--- src/design/nrc_pkg.sv ---
`default_nettype none
// ----------------------------------------------------------------------------
// Nearest-row classifier package
// Shared widths, register map, configuration, table row and the command and
// status structures between the controller and the datapath.
// ----------------------------------------------------------------------------
package nrc_pkg;

  localparam int TABLE_ROWS = 256;
  localparam int ROW_W      = $clog2(TABLE_ROWS);
  localparam int ROWS_CNT_W = $clog2(TABLE_ROWS + 1);
  localparam int FRAC_BITS  = 16;
  localparam int COORD_W    = 32;
  localparam int CLASS_W    = 16;
  localparam int PROD_W     = 2 * COORD_W;
  localparam int DIST_W     = COORD_W + 2;

  localparam int DATA_W     = 32;
  localparam int NUM_REGS   = 7;
  localparam int REG_IDX_W  = $clog2(NUM_REGS);
  localparam int ADDR_W     = REG_IDX_W + 2;

  localparam logic [REG_IDX_W-1:0] REG_OFF_G = REG_IDX_W'(0);
  localparam logic [REG_IDX_W-1:0] REG_OFF_B = REG_IDX_W'(1);
  localparam logic [REG_IDX_W-1:0] REG_OFF_T = REG_IDX_W'(2);
  localparam logic [REG_IDX_W-1:0] REG_RS_G  = REG_IDX_W'(3);
  localparam logic [REG_IDX_W-1:0] REG_RS_B  = REG_IDX_W'(4);
  localparam logic [REG_IDX_W-1:0] REG_RS_T  = REG_IDX_W'(5);
  localparam logic [REG_IDX_W-1:0] REG_ROWS  = REG_IDX_W'(6);

  localparam logic [COORD_W-1:0] RECIP_ONE = COORD_W'(1 << FRAC_BITS);

  localparam logic FUNC_LOAD     = 1'b0;
  localparam logic FUNC_CLASSIFY = 1'b1;

  typedef enum logic [1:0] {
    CH_GREEN = 2'd0,
    CH_BLUE  = 2'd1,
    CH_TEMP  = 2'd2
  } ch_t;

  typedef struct packed {
    logic signed [COORD_W-1:0] offset_green;
    logic signed [COORD_W-1:0] offset_blue;
    logic signed [COORD_W-1:0] offset_temp;
    logic [COORD_W-1:0]        recip_scale_green;
    logic [COORD_W-1:0]        recip_scale_blue;
    logic [COORD_W-1:0]        recip_scale_temp;
    logic [ROWS_CNT_W-1:0]     rows_in_use;
  } cfg_t;

  typedef struct packed {
    logic signed [COORD_W-1:0] green;
    logic signed [COORD_W-1:0] blue;
    logic signed [COORD_W-1:0] temp;
    logic signed [CLASS_W-1:0] class_a;
    logic signed [CLASS_W-1:0] class_b;
    logic signed [CLASS_W-1:0] class_c;
  } row_t;

  typedef struct packed {
    logic             in_ready;
    ch_t              ch;
    logic             sub_en;
    logic             mul_en;
    logic             rnd_en;
    logic             wr_en;
    logic             rd_en;
    logic [ROW_W-1:0] rd_addr;
    logic             res_load;
  } ctrl_cmd_t;

  typedef struct packed {
    logic             in_valid;
    logic             func;
    logic             missing;
    logic [ROW_W-1:0] last_row;
    logic             pipe_busy;
    logic             out_free;
  } dp_status_t;

endpackage : nrc_pkg
`default_nettype wire

--- src/design/nrc_ctrl.sv ---
`default_nettype none
// ----------------------------------------------------------------------------
// Nearest-row classifier controller
// Sequences row loads, normalization, the table scan and result hand-off.
// ----------------------------------------------------------------------------
module nrc_ctrl (
  input  wire logic                clk,
  input  wire logic                rst,
  input  nrc_pkg::dp_status_t      status,
  output nrc_pkg::ctrl_cmd_t       cmd
);
  import nrc_pkg::*;

  typedef enum logic [7:0] {
    S_IDLE   = 8'b0000_0001,
    S_DECODE = 8'b0000_0010,
    S_SUB    = 8'b0000_0100,
    S_MUL    = 8'b0000_1000,
    S_RND    = 8'b0001_0000,
    S_SCAN   = 8'b0010_0000,
    S_DRAIN  = 8'b0100_0000,
    S_DONE   = 8'b1000_0000
  } state_t;

  state_t           state, state_next;
  ch_t              ch, ch_next;
  logic [ROW_W-1:0] row, row_next;

  always_ff @(posedge clk) begin
    if (rst) begin
      state <= S_IDLE;
      ch    <= CH_GREEN;
      row   <= '0;
    end else begin
      state <= state_next;
      ch    <= ch_next;
      row   <= row_next;
    end
  end

  always_comb begin
    state_next   = state;
    ch_next      = ch;
    row_next     = row;
    cmd          = '0;
    cmd.ch       = ch;
    cmd.rd_addr  = row;
    unique case (state)
      S_IDLE: begin
        cmd.in_ready = 1'b1;
        if (status.in_valid) begin
          state_next = S_DECODE;
        end
      end
      S_DECODE: begin
        priority if (status.func == FUNC_LOAD) begin
          cmd.wr_en  = 1'b1;
          state_next = S_IDLE;
        end else if (status.missing) begin
          state_next = S_DONE;
        end else begin
          ch_next    = CH_GREEN;
          state_next = S_SUB;
        end
      end
      S_SUB: begin
        cmd.sub_en = 1'b1;
        state_next = S_MUL;
      end
      S_MUL: begin
        cmd.mul_en = 1'b1;
        state_next = S_RND;
      end
      S_RND: begin
        cmd.rnd_en = 1'b1;
        if (ch == CH_TEMP) begin
          row_next   = '0;
          state_next = S_SCAN;
        end else begin
          ch_next    = (ch == CH_GREEN) ? CH_BLUE : CH_TEMP;
          state_next = S_SUB;
        end
      end
      S_SCAN: begin
        cmd.rd_en = 1'b1;
        if (row == status.last_row) begin
          state_next = S_DRAIN;
        end else begin
          row_next = row + ROW_W'(1);
        end
      end
      S_DRAIN: begin
        if (!status.pipe_busy) begin
          state_next = S_DONE;
        end
      end
      S_DONE: begin
        if (status.out_free) begin
          cmd.res_load = 1'b1;
          state_next   = S_IDLE;
        end
      end
      default: begin
        state_next = S_IDLE;
      end
    endcase
  end

endmodule : nrc_ctrl
`default_nettype wire

--- config.mk ---
export PLATFORM = sky130hd
export DESIGN_NAME = nrc_ctrl
export DESIGN_NICKNAME = d
export VERILOG_FILES = /design/src/design/nrc_pkg.sv /design/src/design/nrc_ctrl.sv
export SDC_FILE = /design/constraint.sdc
export NUM_CORES = 1
export LEC_CHECK = 0
export BUFFER_PORTS_ARGS = -buffer_cell sky130_fd_sc_hd__buf_2
export CAP_MARGIN = 20
export CORE_MARGIN = 1.5
export CORE_UTILIZATION = 45
export CTS_CLUSTER_DIAMETER = 120
export DETAILED_ROUTE_END_ITERATION = 6
export GPL_TIMING_DRIVEN = 0
export HOLD_SLACK_MARGIN = 0.05
export MAX_ROUTING_LAYER = met4
export PLACE_DENSITY = 0.71
export SLEW_MARGIN = 25
export SYNTH_ARGS = -nofsm -noshare
export SYNTH_HDL_FRONTEND = slang
export SYNTH_SLANG_ARGS = --single-unit
--- constraint.sdc ---
create_clock -name clk -period 2.79 [get_ports clk]
set_input_delay 0.1395 -clock clk [delete_from_list [all_inputs] [get_ports clk]]
set_output_delay 0.1395 -clock clk [all_outputs]
set_load 0.02 [all_outputs]
==> out/metrics.yaml <==
crit_slowest_cell: "nor4_2"
crit_buf_inv: 0
crit_chain: "nor4_2, nand4b_1, o2bb2ai_1, or3_1, o221ai_1"
ir_drop_mv: 0.384
clk_pin_slew_worst_paths_ps: 110
port_buffers: 30
post_cts_buffers: 0
h-tree-depth: 1
worstPathMaxFanout: 6
cp.required_ps: 2970
critPathTopFamily: "simple AND/OR/NAND/NOR gates"
holdBufCountCts: 0
yosysMostFrequentCell: "dfxtp_1"
initial_core_util_pct: 49.1
insertion_delay_ps: 300
ys.flop_type: "dfxtp_1"
worstHoldPathType: "input pin to flop"
syn-cell-area_sq_um: 1130
clock_sinks: 18
drv_slew: 0
period_needed_ps: 2130
drc: 0
gp_congestion: 0.886
die_y_um: 53.1
max-slew-margin-rel_pct: 65.2
vias_per_cell: 5.74
nets: 185
tightest_slew_ps: 517
outcome: "finished clean"
clockRootBuffer: "clkbuf_4"
leakagePower_nw: 0.585
syn_nets: 150
yosysSeqAreaShare_pct: 32.0
maxCapViolCount: 0
max_stage_delay_ps: 530
numCtsBuffers: 3
setup_violations: 0
ios: 32
avgSynthCellArea_sq_um: 8.41
skew_ps: 10.1
hold-worst-slack_ps: 117
antenna_found_initial: 0
fin_util_pct: 58.7
core_sq_um: 2300
tritoncts: "built"
synth_common_cells: "18 x dfxtp_1, 15 x nor2_1, 13 x nand3_1"
crit_path_end_kind: "flop"
cts_resized: 0
power_density_nw_per_um2: 535
synth.distinct_cells: 38
wl_per_cell_um: 13.3
drive_gt1_share_pct: 26.2
ys_seq_elements: 18
synth-async-reset-ratio_pct: 0
drtIter0Drc: 24
fin_setup_tns_ps: 0
fmax_ghz: 0.470
multi_input_area_sq_um: 729
path_class: "flop to flop"
clockBufferDepth: 2
grt_max_degree: 11
hold_depth: 2
yosysWarnings: 0
synth_edf_count: 0
ant_nets: 0
worstSetupPathDepth: 5
rows: 17
rsz0062_at_grt: "no"
grt_usage_pct: 20.7
grt_pass1_vias: 930
die_w_um: 53.1
syn_inst: 134
p_total_w: 0.000721
drtPass1Iterations: 4
grt_pass1_wl_um: 4150
startpoint_type: "flop"
regArea_sq_um: 360
wl_um: 2610
synthTopCellsByArea: "dfxtp_1 32%, xor2_1 7.0%, nand3_1 5.8%, nor4_4 5.7%, nor2_1 5.0%"
ff2ff_path_depth: 5
hold_viol_final: 0
dpl.hpwl_um: 2040
num_vias: 1126
crit_arrival_ps: 2310
yosys.area.top_type: "dfxtp_1"
gr-total-overflow: 0
die_area_sq_um: 2810
netlist.area_leader.share_pct: 32.0
fillers: 216
antenna_cells: 0
area_growth_pct: 19.6
timing.final.crit_share_pct: 76.3
==> layer usage <==
| layer | part of all wire, % | up-vias | global-route usage (%) |
|---|---|---|---|
| met5 | 0 | - | - |
| met4 | 0.69 | 0 | 5.13 |
| met3 | 5.9 | 3 | 5.08 |
| li1 | - | 565 | - |
| met2 | 49 | 31 | 33.5 |
| met1 | 44 | 527 | 26.0 |
==> through the flow <==
step           setup slack (ps)  cell area, sq um  cells
2_1_floorplan               980              1130    134
3_3_place_gp                768              1310    192
3_5_place_dp                713              1310    192
4_1_cts                     691              1350    196
5_1_grt                     454              1350    196
6_report                    661              1350    196
==> cell families after synthesis <==
group           count (synthesis)  share of synthesized area [%]
simple gates                   73                           42.1
compound gates                 22                           13.8
flops                          18                           32.0
xor+xnor                       10                           7.77
buf+inv                        10                           3.33
fa+ha+maj                       1                           1.11
==> area by class of cell <==
class                      instances  share of cell area (%)
timing repair buffer              30                    11.1
buffer                             2                   0.557
inverter                           8                    2.23
multi-input combinational        106                    54.1
clock buffer                       4                    2.69
sequential                        18                    26.7
tap                               28                    2.60
==> layout by cell type (no fill, tap or decap), types with 4 or more instances in the layout <==
cell type,Yosys,layout
nand2_1,8,8
nor3_1,5,5
inv_1,7,7
nor2_1,15,15
a31oi_1,4,4
o21ai_0,5,5
xor2_1,9,9
a21oi_1,5,5
buf_2,0,30
nand4b_1,4,4
dfxtp_1,18,18
nand3_1,13,13
==> where the power goes <==
group,internal (W),switching (W)
clock network,0.0000797,0.0000847
registers,0.000276,0.0000333
logic,0.000101,0.000147
total,0.000456,0.000265
==> path summary, 6_finish.rpt <==
check                              from               endpoint  slack (ps)
hold reg to reg      ch[0]$_SDFFE_PP0P_     ch[0]$_SDFFE_PP0P_         530
setup reg to reg  state[7]$_SDFFE_PP0P_  state[0]$_SDFFE_PP1P_         660
setup / recovery  state[7]$_SDFFE_PP0P_  state[0]$_SDFFE_PP1P_         660
hold / removal               status[12]  state[0]$_SDFFE_PP1P_         120
==> registers in the layout, summed over array words and instances, names as in the netlist <==
| name | count |
|---|---|
| ch | 2 |
| state | 8 |
| row | 8 |
Power figures use the tool's default switching activity.
