**src/design/nrc_pkg.sv**
```systemverilog
`default_nettype none
// ----------------------------------------------------------------------------
// Nearest-row classifier package
// Shared widths, register map, configuration, table row and the command and
// status structures between the controller and the datapath.
// ----------------------------------------------------------------------------
package nrc_pkg;

  localparam int TABLE_ROWS = 256;
  localparam int ROW_W      = $clog2(TABLE_ROWS);
  localparam int ROWS_CNT_W = $clog2(TABLE_ROWS + 1);
  localparam int FRAC_BITS  = 16;
  localparam int COORD_W    = 32;
  localparam int CLASS_W    = 16;
  localparam int PROD_W     = 2 * COORD_W;
  localparam int DIST_W     = COORD_W + 2;

  localparam int DATA_W     = 32;
  localparam int NUM_REGS   = 7;
  localparam int REG_IDX_W  = $clog2(NUM_REGS);
  localparam int ADDR_W     = REG_IDX_W + 2;

  localparam logic [REG_IDX_W-1:0] REG_OFF_G = REG_IDX_W'(0);
  localparam logic [REG_IDX_W-1:0] REG_OFF_B = REG_IDX_W'(1);
  localparam logic [REG_IDX_W-1:0] REG_OFF_T = REG_IDX_W'(2);
  localparam logic [REG_IDX_W-1:0] REG_RS_G  = REG_IDX_W'(3);
  localparam logic [REG_IDX_W-1:0] REG_RS_B  = REG_IDX_W'(4);
  localparam logic [REG_IDX_W-1:0] REG_RS_T  = REG_IDX_W'(5);
  localparam logic [REG_IDX_W-1:0] REG_ROWS  = REG_IDX_W'(6);

  localparam logic [COORD_W-1:0] RECIP_ONE = COORD_W'(1 << FRAC_BITS);

  localparam logic FUNC_LOAD     = 1'b0;
  localparam logic FUNC_CLASSIFY = 1'b1;

  typedef enum logic [1:0] {
    CH_GREEN = 2'd0,
    CH_BLUE  = 2'd1,
    CH_TEMP  = 2'd2
  } ch_t;

  typedef struct packed {
    logic signed [COORD_W-1:0] offset_green;
    logic signed [COORD_W-1:0] offset_blue;
    logic signed [COORD_W-1:0] offset_temp;
    logic [COORD_W-1:0]        recip_scale_green;
    logic [COORD_W-1:0]        recip_scale_blue;
    logic [COORD_W-1:0]        recip_scale_temp;
    logic [ROWS_CNT_W-1:0]     rows_in_use;
  } cfg_t;

  typedef struct packed {
    logic signed [COORD_W-1:0] green;
    logic signed [COORD_W-1:0] blue;
    logic signed [COORD_W-1:0] temp;
    logic signed [CLASS_W-1:0] class_a;
    logic signed [CLASS_W-1:0] class_b;
    logic signed [CLASS_W-1:0] class_c;
  } row_t;

  typedef struct packed {
    logic             in_ready;
    ch_t              ch;
    logic             sub_en;
    logic             mul_en;
    logic             rnd_en;
    logic             wr_en;
    logic             rd_en;
    logic [ROW_W-1:0] rd_addr;
    logic             res_load;
  } ctrl_cmd_t;

  typedef struct packed {
    logic             in_valid;
    logic             func;
    logic             missing;
    logic [ROW_W-1:0] last_row;
    logic             pipe_busy;
    logic             out_free;
  } dp_status_t;

endpackage : nrc_pkg
`default_nettype wire

```
**src/design/nrc_regs.sv**
```systemverilog
`default_nettype none
// ----------------------------------------------------------------------------
// Nearest-row classifier configuration registers
// APB register file holding offsets, reciprocal scales and the row count.
// ----------------------------------------------------------------------------
module nrc_regs (
  input  wire logic                        clk,
  input  wire logic                        rst,
  input  wire logic                        psel,
  input  wire logic                        penable,
  input  wire logic                        pwrite,
  input  wire logic [nrc_pkg::ADDR_W-1:0]  paddr,
  input  wire logic [nrc_pkg::DATA_W-1:0]  pwdata,
  output logic      [nrc_pkg::DATA_W-1:0]  prdata,
  output logic                             pready,
  output nrc_pkg::cfg_t                    cfg
);
  import nrc_pkg::*;

  logic [REG_IDX_W-1:0] idx;
  logic                 wr;

  assign idx    = paddr[ADDR_W-1:2];
  assign pready = 1'b1;
  assign wr     = psel && penable && pwrite && pready;

  always_ff @(posedge clk) begin
    if (rst) begin
      cfg.offset_green      <= '0;
      cfg.offset_blue       <= '0;
      cfg.offset_temp       <= '0;
      cfg.recip_scale_green <= RECIP_ONE;
      cfg.recip_scale_blue  <= RECIP_ONE;
      cfg.recip_scale_temp  <= RECIP_ONE;
      cfg.rows_in_use       <= ROWS_CNT_W'(1);
    end else if (wr) begin
      unique case (idx)
        REG_OFF_G: cfg.offset_green      <= pwdata[COORD_W-1:0];
        REG_OFF_B: cfg.offset_blue       <= pwdata[COORD_W-1:0];
        REG_OFF_T: cfg.offset_temp       <= pwdata[COORD_W-1:0];
        REG_RS_G:  cfg.recip_scale_green <= pwdata[COORD_W-1:0];
        REG_RS_B:  cfg.recip_scale_blue  <= pwdata[COORD_W-1:0];
        REG_RS_T:  cfg.recip_scale_temp  <= pwdata[COORD_W-1:0];
        REG_ROWS:  cfg.rows_in_use       <= pwdata[ROWS_CNT_W-1:0];
        default: ;
      endcase
    end
  end

  always_comb begin
    unique case (idx)
      REG_OFF_G: prdata = DATA_W'(cfg.offset_green);
      REG_OFF_B: prdata = DATA_W'(cfg.offset_blue);
      REG_OFF_T: prdata = DATA_W'(cfg.offset_temp);
      REG_RS_G:  prdata = DATA_W'(cfg.recip_scale_green);
      REG_RS_B:  prdata = DATA_W'(cfg.recip_scale_blue);
      REG_RS_T:  prdata = DATA_W'(cfg.recip_scale_temp);
      REG_ROWS:  prdata = DATA_W'(cfg.rows_in_use);
      default:   prdata = '0;
    endcase
  end

endmodule : nrc_regs
`default_nettype wire

```
**config.mk**
```make
export PLATFORM = sky130hd
export DESIGN_NAME = nrc_regs
export DESIGN_NICKNAME = d
export VERILOG_FILES = /design/src/design/nrc_pkg.sv /design/src/design/nrc_regs.sv
export SDC_FILE = /design/constraint.sdc
export NUM_CORES = 1
export LEC_CHECK = 0
export BUFFER_PORTS_ARGS = -buffer_cell sky130_fd_sc_hd__clkbuf_2
export CAP_MARGIN = 20
export CORE_MARGIN = 10
export CORE_UTILIZATION = 30
export DETAILED_ROUTE_END_ITERATION = 12
export MAX_ROUTING_LAYER = met4
export PLACE_DENSITY = 0.49
export SLEW_MARGIN = 25
export SYNTH_ARGS = -nofsm -noshare
export SYNTH_HDL_FRONTEND = slang
export SYNTH_SLANG_ARGS = --single-unit
export TNS_END_PERCENT = 5
```
**constraint.sdc**
```tcl
create_clock -name clk -period 1.6 [get_ports clk]
set_input_delay 0.32 -clock clk [delete_from_list [all_inputs] [get_ports clk]]
set_output_delay 0.32 -clock clk [all_outputs]
set_load 0.01 [all_outputs]
```
==> results of run 1 <==
## synth_stat cells (all sizes together)
library cell,number,share of area [%]
a221oi,21,1.9
a22oi,8,0.63
o221ai,10,0.92
o22a,6,0.55
o32a,2,0.21
clkbuf,31,1.2
nand2,22,1.1
dfxtp,201,42
nor2,9,0.35
o21ai,6,0.31
nand2b,234,15
and4b,1,0.10
buf,42,3.4
mux2,30,3.5
and2,2,0.13
nor2b,3,0.20
and4,1,0.092
o32ai,2,0.18
mux2i,253,26
or2,1,0.065
a2111o,2,0.24
inv,6,0.24
conb,1,0.039
nand3,1,0.052
nor3b,2,0.16
o22ai,2,0.13
a21oi,7,0.37
## placed cells by master (no fill, tap or decap), types with 7 or more instances in the layout
cell type,instances
sky130_fd_sc_hd__a21oi_1,7
sky130_fd_sc_hd__a221oi_2,15
sky130_fd_sc_hd__a22oi_1,7
sky130_fd_sc_hd__buf_12,21
sky130_fd_sc_hd__buf_4,72
sky130_fd_sc_hd__clkbuf_1,7
sky130_fd_sc_hd__clkbuf_16,25
sky130_fd_sc_hd__clkbuf_2,260
sky130_fd_sc_hd__dfxtp_1,138
sky130_fd_sc_hd__dfxtp_2,62
sky130_fd_sc_hd__mux2_2,27
sky130_fd_sc_hd__mux2i_1,252
sky130_fd_sc_hd__nand2_1,12
sky130_fd_sc_hd__nand2_2,8
sky130_fd_sc_hd__nand2b_1,233
sky130_fd_sc_hd__nor2_1,8
sky130_fd_sc_hd__o221ai_2,7
## timing repair
item,4_1_cts,5_1_grt
endpoints found under the setup margin,32,32
setup buffers,2,0
pin swaps,11,3
resized for setup,108,22
hold buffers,0,0
endpoints found under the hold margin,0,0
## logic make-up after synthesis
logic type      count (synthesis)  synth area share (%)
flops                         201                  42.1
compound gates                 66                  5.46
other cells                     1                0.0392
mux                           283                  30.0
simple gates                  276                  17.5
buf+inv                        79                  4.83
## per-layer routing
metal | up-vias | routed length, um | track usage, %
met5 | - | 0 | -
met4 | 0 | 699 | 3.73
met3 | 35 | 2130 | 4.12
met2 | 226 | 15800 | 27.1
met1 | 3730 | 15800 | 22.1
li1 | 3777 | - | -
## worst max-delay path by stage
stage,startpoint,end,slack (ps),depth (start not counted)
after detailed placement,paddr[3],prdata[15],-470,6
final,cfg[75],prdata[2],-310,4
after global placement,paddr[3],prdata[15],-470,6
after floorplan,paddr[4],prdata[4],-60,5
after CTS,cfg[141],prdata[4],-320,4
after global routing,cfg[74],prdata[1],-370,4
## worst register-to-register path, cell delays in order (launching register included)
cell and delay [ps]:
sky130_fd_sc_hd__dfxtp_2 320, sky130_fd_sc_hd__buf_4 130, sky130_fd_sc_hd__nand2b_1 60, sky130_fd_sc_hd__mux2i_1 70
## stage by stage
step	instances	power, uW	area [um2]	setup WS, ps
6_report	1638	11400	13000	-310
5_1_grt	1638	11800	13000	-371
4_1_cts	1637	11600	13000	-320
3_5_place_dp	1597	6130	11900	-475
3_3_place_gp	1597	6130	11900	-466
2_1_floorplan	906	5700	9560	-57.0
## report_power, final
group / internal (uW) / switching [uW]
registers: 5040 / 34.5
clock network: 3250 / 2100
logic: 458 / 524
total: 8750 / 2660
## area by class of cell
type | instances | area share [%]
clock buffers | 34 | 5.22
diodes | 1 | 0.0192
inverters | 6 | 0.173
flip-flops and latches | 201 | 31.5
multi-input cells | 626 | 40.5
well taps | 402 | 3.86
clock inverters | 5 | 0.596
repair buffers | 363 | 18.1
==> results.md, run 1 <==
- 119% — period utilization
- 0 — Yosys warning count
- 42.1% — proportion of synthesized chip area in sequential cells
- 1910 ps — time the worst path needs with I/O delays and setup
- 0 ps — clock skew
- sky130_fd_sc_hd__a221oi_2 — most used cell, CP
- 21.0 um — average routed wire per standard cell
- 0 — max-capacitance violation count
- finished, violations left — outcome
- 276 — number of top-level design ports
- 7768 — total number of vias
- 1 — sum of buffers and inverters on the critical path
- 198 um — Die Height
- register — Critical Path Source Type
- 0.0394 mm2 — Die ar.
- 3 — maximum clock insertion buffer count
- 0.00662 uW — static leakage power
- mux2_2 -> a221oi_2 -> a221oi_2 -> clkbuf_2 — cell-by-cell trace of the critical path
- 1264 — net count reported at finish
- 34400 um — Routed Wire Length
- cfg[141] — FF-to-FF Start
- 36.2% — layout overhead on the synthesized area
- 1280 ps — data required time at the worst endpoint
- 43.0% — layout cell share with drive strength beyond 1
- 0 — number of nets with antenna violations after routing
- 0.524 GHz — Max Fclk
- 2 — highest net fanout along the worst path
- 1590 ps — data arrival time of the critical path
- 3 — hold depth
- 906 — number of instances in the synthesized netlist
- 0.769 — final weighted congestion in routability-driven placement
- cfg[141] — terminus of the critical flop-to-flop path
- true — unrepaired setup endpoints after global routing
- yes — TritonCTS clock tree
- 292 — DRC violation total after the first TritonRoute iteration
- 41.4% — core utilization of the finished layout
- cfg (201) — largest registers ranked by flip-flop count
- 0 — count of final hold-check violations
- 65 — floorplan row count
- setup timing — failing checks
- -310 ps — least setup slack across all paths after layout
- 54 — pin count of the biggest net entering global routing
- 30.4% — Starting Density
- 33 — count of unique library cells instantiated by Yosys
- 17.2% — overall routing resource usage
- 4 — TritonRoute pass-1 iters
- 0.0315 mm2 — core box area
- 201 — number of synthesized register bits
- 201 — flip-flop count of the largest register after layout
- cfg[0] — Hold EP
- in -> reg — hold crit path type
- reg -> out — Critical Setup Path Class
- 25000 um — HPWL Detailed
- 8056 — via count of the first global-routing pass
- 948 — post-synth net total
- 60 ps — clock slew at reported path FFs
- 500 ps — latest clock arrival within the worst-skew pair
- 198 um — die boundary width
- 320 ps — slowest stage delay, CP
- 0.00411 mm2 — sequential cell area
- 32 — final setup fails
- 4.74 — post-DR vias/cell
- cfg — Biggest register
- 1 — CTS H-tree lvls
- 0.647 mV — Max IR drop VDD
- 3123 — filler cell count in the final layout
- 890 ps — flop-to-flop setup slack
- 96.0 ps — smallest hold slack
- 51200 um — first-pass GRT wire length
- 876 mW/mm2 — ratio of total power to cell area
- compound AO/OA/AOI/OAI gates — cell type group with the largest total delay on the critical path
- 0 — sum of overflow across all layers after global routing
- 1 — initial antenna violation count
- sky130_fd_sc_hd__dfxtp_2 — library cell contributing the largest single delay on the critical path
- 3 — depth of the worst register-to-register path
- 24 — total clock buffers created by CTS
- output pin — kind of capture point of the worst setup path
- -5900 ps — final-layout setup total negative slack
- 0 — number of remaining DRC errors
- 0.00528 mm2 — multi-input combinational cell area
- pwdata[0] — Worst Min Path Start
- 272 — number of port buffers
- 0.00956 mm2 — post-synthesis instance area
- sky130_fd_sc_hd__clkbuf_16 — CTS Root Buffer Type
- 201 — clk sinks
- 0 — max-slew violation total from the final report
- 10.5 um2 — Avg Cell Area, Syn
No activity file was read; power rests on OpenSTA's default activity.
==> run 2, diff against run 1 <==
- CELL_PAD_IN_SITES_DETAIL_PLACEMENT: not set -> 1
- CELL_PAD_IN_SITES_GLOBAL_PLACEMENT: not set -> 1
- CTS_CLUSTER_SIZE: not set -> 30
- PLACE_DENSITY: 0.49 -> 0.61
==> results.md, run 2 (synthesis results as in run 1) <==
- true — unrepaired setup endpoints after global routing, unchanged
- 201 — flip-flop count of the largest register after layout, unchanged
- 112 ps — smallest hold slack, was 96.0 ps
- cfg[133] — terminus of the critical flop-to-flop path, was cfg[141]
- 1 — CTS H-tree lvls, unchanged
- 0 — antenna diode count, was 1
- sky130_fd_sc_hd__clkbuf_16 — CTS Root Buffer Type, unchanged
- 65 — floorplan row count, unchanged
- 60 ps — clock slew at reported path FFs, about the same
- 3539 — filler cell count in the final layout, was 3123
- 0 — number of remaining DRC errors, unchanged
- reg -> out — Critical Setup Path Class, unchanged
- 3 — hold depth, unchanged
- 276 — number of top-level design ports, unchanged
- in -> reg — hold crit path type, unchanged
- 36300 um — Routed Wire Length, was 34400 um
- 32 — final setup fails, unchanged
- 0 — max-slew violation total from the final report, unchanged
- 0.547 mV — Max IR drop VDD, was 0.647 mV
- 3 — highest net fanout along the worst path, was 2
- 22.8% — met1 Usage GRT, was 22.1%
- -6590 ps — final-layout setup total negative slack, was -5900 ps
- 272 — number of port buffers, unchanged
- output pin — kind of capture point of the worst setup path, unchanged
- 0 — max-capacitance violation count, unchanged
- 43.0% — layout cell share with drive strength beyond 1, about the same
- 0.0315 mm2 — core box area, unchanged
- 1259 — net count reported at finish, was 1264
- 0.514 GHz — Max Fclk, was 0.524 GHz
- 1950 ps — time the worst path needs with I/O delays and setup, was 1910 ps
- 3 — depth of the worst register-to-register path, unchanged
- 1630 ps — data arrival time of the critical path, was 1590 ps
- cfg (201) — largest registers ranked by flip-flop count, unchanged
- 860 ps — flop-to-flop setup slack, was 890 ps
- 522 ps — slew at the pin closest to its max-slew limit
- 54600 um — first-pass GRT wire length, was 51200 um
- setup timing — failing checks, unchanged
- 198 um — Die Height, unchanged
- 65.1% — worst slew margin relative to its limit
- 0 — number of nets with antenna violations after routing, unchanged
- 0.00662 uW — static leakage power, about the same
- met2 — most congested layer reported by global routing, unchanged
- 0.00410 mm2 — sequential cell area, was 0.00411 mm2
- 11400 uW — PnR Total Power, about the same
- 30.3% — met2 layer usage reported by global route, was 27.1%
- finished, violations left — outcome, unchanged
- register — Critical Path Source Type, unchanged
- sky130_fd_sc_hd__clkbuf_2 (261), sky130_fd_sc_hd__mux2i_1 (253), sky130_fd_sc_hd__nand2b_1 (230), sky130_fd_sc_hd__dfxtp_1 (144), sky130_fd_sc_hd__buf_4 (60) — most frequent cells in the layout, was sky130_fd_sc_hd__clkbuf_2 (260), sky130_fd_sc_hd__mux2i_1 (252), sky130_fd_sc_hd__nand2b_1 (233), sky130_fd_sc_hd__dfxtp_1 (138), sky130_fd_sc_hd__buf_4 (72)
- 0 — sum of overflow across all layers after global routing, unchanged
- 4 — TritonRoute pass-1 iters, unchanged
- 8666 — via count of the first global-routing pass, was 8056
- 3 — maximum clock insertion buffer count, unchanged
- 0.00535 mm2 — multi-input combinational cell area, was 0.00528 mm2
- 41.6% — core utilization of the finished layout, was 41.4%
- 18.4% — overall routing resource usage, was 17.2%
- 1280 ps — data required time at the worst endpoint, about the same
- 510 ps — latest clock arrival within the worst-skew pair, was 500 ps
- sky130_fd_sc_hd__clkbuf_2 — most common cell after layout, fill and taps aside, unchanged
- 36.8% — layout overhead on the synthesized area, was 36.2%
- -430 ps — Post-Place Setup Slack, was -475 ps
- 0 — initial antenna violation count, was 1
- 870 mW/mm2 — ratio of total power to cell area, was 876 mW/mm2
- 22.3 um — average routed wire per standard cell, was 21.0 um
- 30.4% — Starting Density, unchanged
- 0 — count of final hold-check violations, unchanged
- 26500 um — HPWL Detailed, was 25000 um
- yes — TritonCTS clock tree, unchanged
- 7922 — total number of vias, was 7768
- -346 ps — least setup slack across all paths after layout, was -310 ps
- pwdata[16] — Worst Min Path Start, was pwdata[0]
- 54 — pin count of the biggest net entering global routing, unchanged
- cfg[89] — Hold EP, was cfg[0]
- cfg — Biggest register, unchanged
- 0 — CTS Hold Buffers Added, unchanged
- cfg[133] — FF-to-FF Start, was cfg[141]
- 201 — clk sinks, unchanged
- 4.21% — met3 layer usage reported by global route, was 4.12%
- 4.85 — post-DR vias/cell, was 4.74
- 198 um — die boundary width, unchanged
- 122% — period utilization, was 119%
- 0.0394 mm2 — Die ar., unchanged
- 0 ps — clock skew, unchanged
- 24 — total clock buffers created by CTS, unchanged
- 0.811 — final weighted congestion in routability-driven placement, was 0.769
- 213 — DRC violation total after the first TritonRoute iteration, was 292
[run 2: repair_timing]
| action | CTS | global route |
|---|---|---|
| resized for setup | 99 | 30 |
| cloned | 0 | 0 |
| setup buffers | 2 | 2 |
| endpoints found under the setup margin | 32 | 32 |
| pin swaps | 7 | 6 |
[run 2: worst max-delay path, stage by stage (launching register included)]
cell and delay [ps]:
sky130_fd_sc_hd__dfxtp_2 330, sky130_fd_sc_hd__mux2_4 270, sky130_fd_sc_hd__a221oi_4 270, sky130_fd_sc_hd__a221oi_2 60, sky130_fd_sc_hd__buf_2 180
[run 2: worst max-delay path by stage]
stage | start | to | slack [ps] | depth (start not counted)
after floorplan | paddr[4] | prdata[4] | -60 | 5
after global placement | paddr[4] | prdata[8] | -370 | 5
after detailed placement | paddr[4] | prdata[1] | -430 | 5
after CTS | cfg[138] | prdata[1] | -340 | 4
after global routing | cfg[81] | prdata[8] | -420 | 4
final | cfg[81] | prdata[8] | -350 | 4
[run 2: layout make-up]
cell class,count,share of cell area [%]
Sequential cell,201,31.3
Timing Repair Buffer,358,18.0
Clock buffer,35,5.38
Tap cell,402,3.85
Inverter,6,0.172
Multi-Input combinational cell,626,40.9
Clock inverter,4,0.364
[run 2: where the power goes]
part | internal, uW | switching (uW) | total [uW] | leakage (uW)
logic | 460 | 540 | 1000 | 0.00461
clock network | 3170 | 2130 | 5300 | 0.000366
registers | 5040 | 34.9 | 5080 | 0.00165
total | 8680 | 2700 | 11400 | 0.00662
[run 2: per-layer routing]
layer  share of wire (%)  up-vias
met5                   0        -
met4                 1.2        0
met3                 6.1       33
met2                  48      206
met1                  44     3916
li1                    -     3767
[run 2: metrics by stage]
stage          std cells  cell area (um2)
4_1_cts             1630            13000
2_1_floorplan        906             9560
5_1_grt             1632            13100
6_report            1632            13100
3_5_place_dp        1589            11900
3_3_place_gp        1589            11900
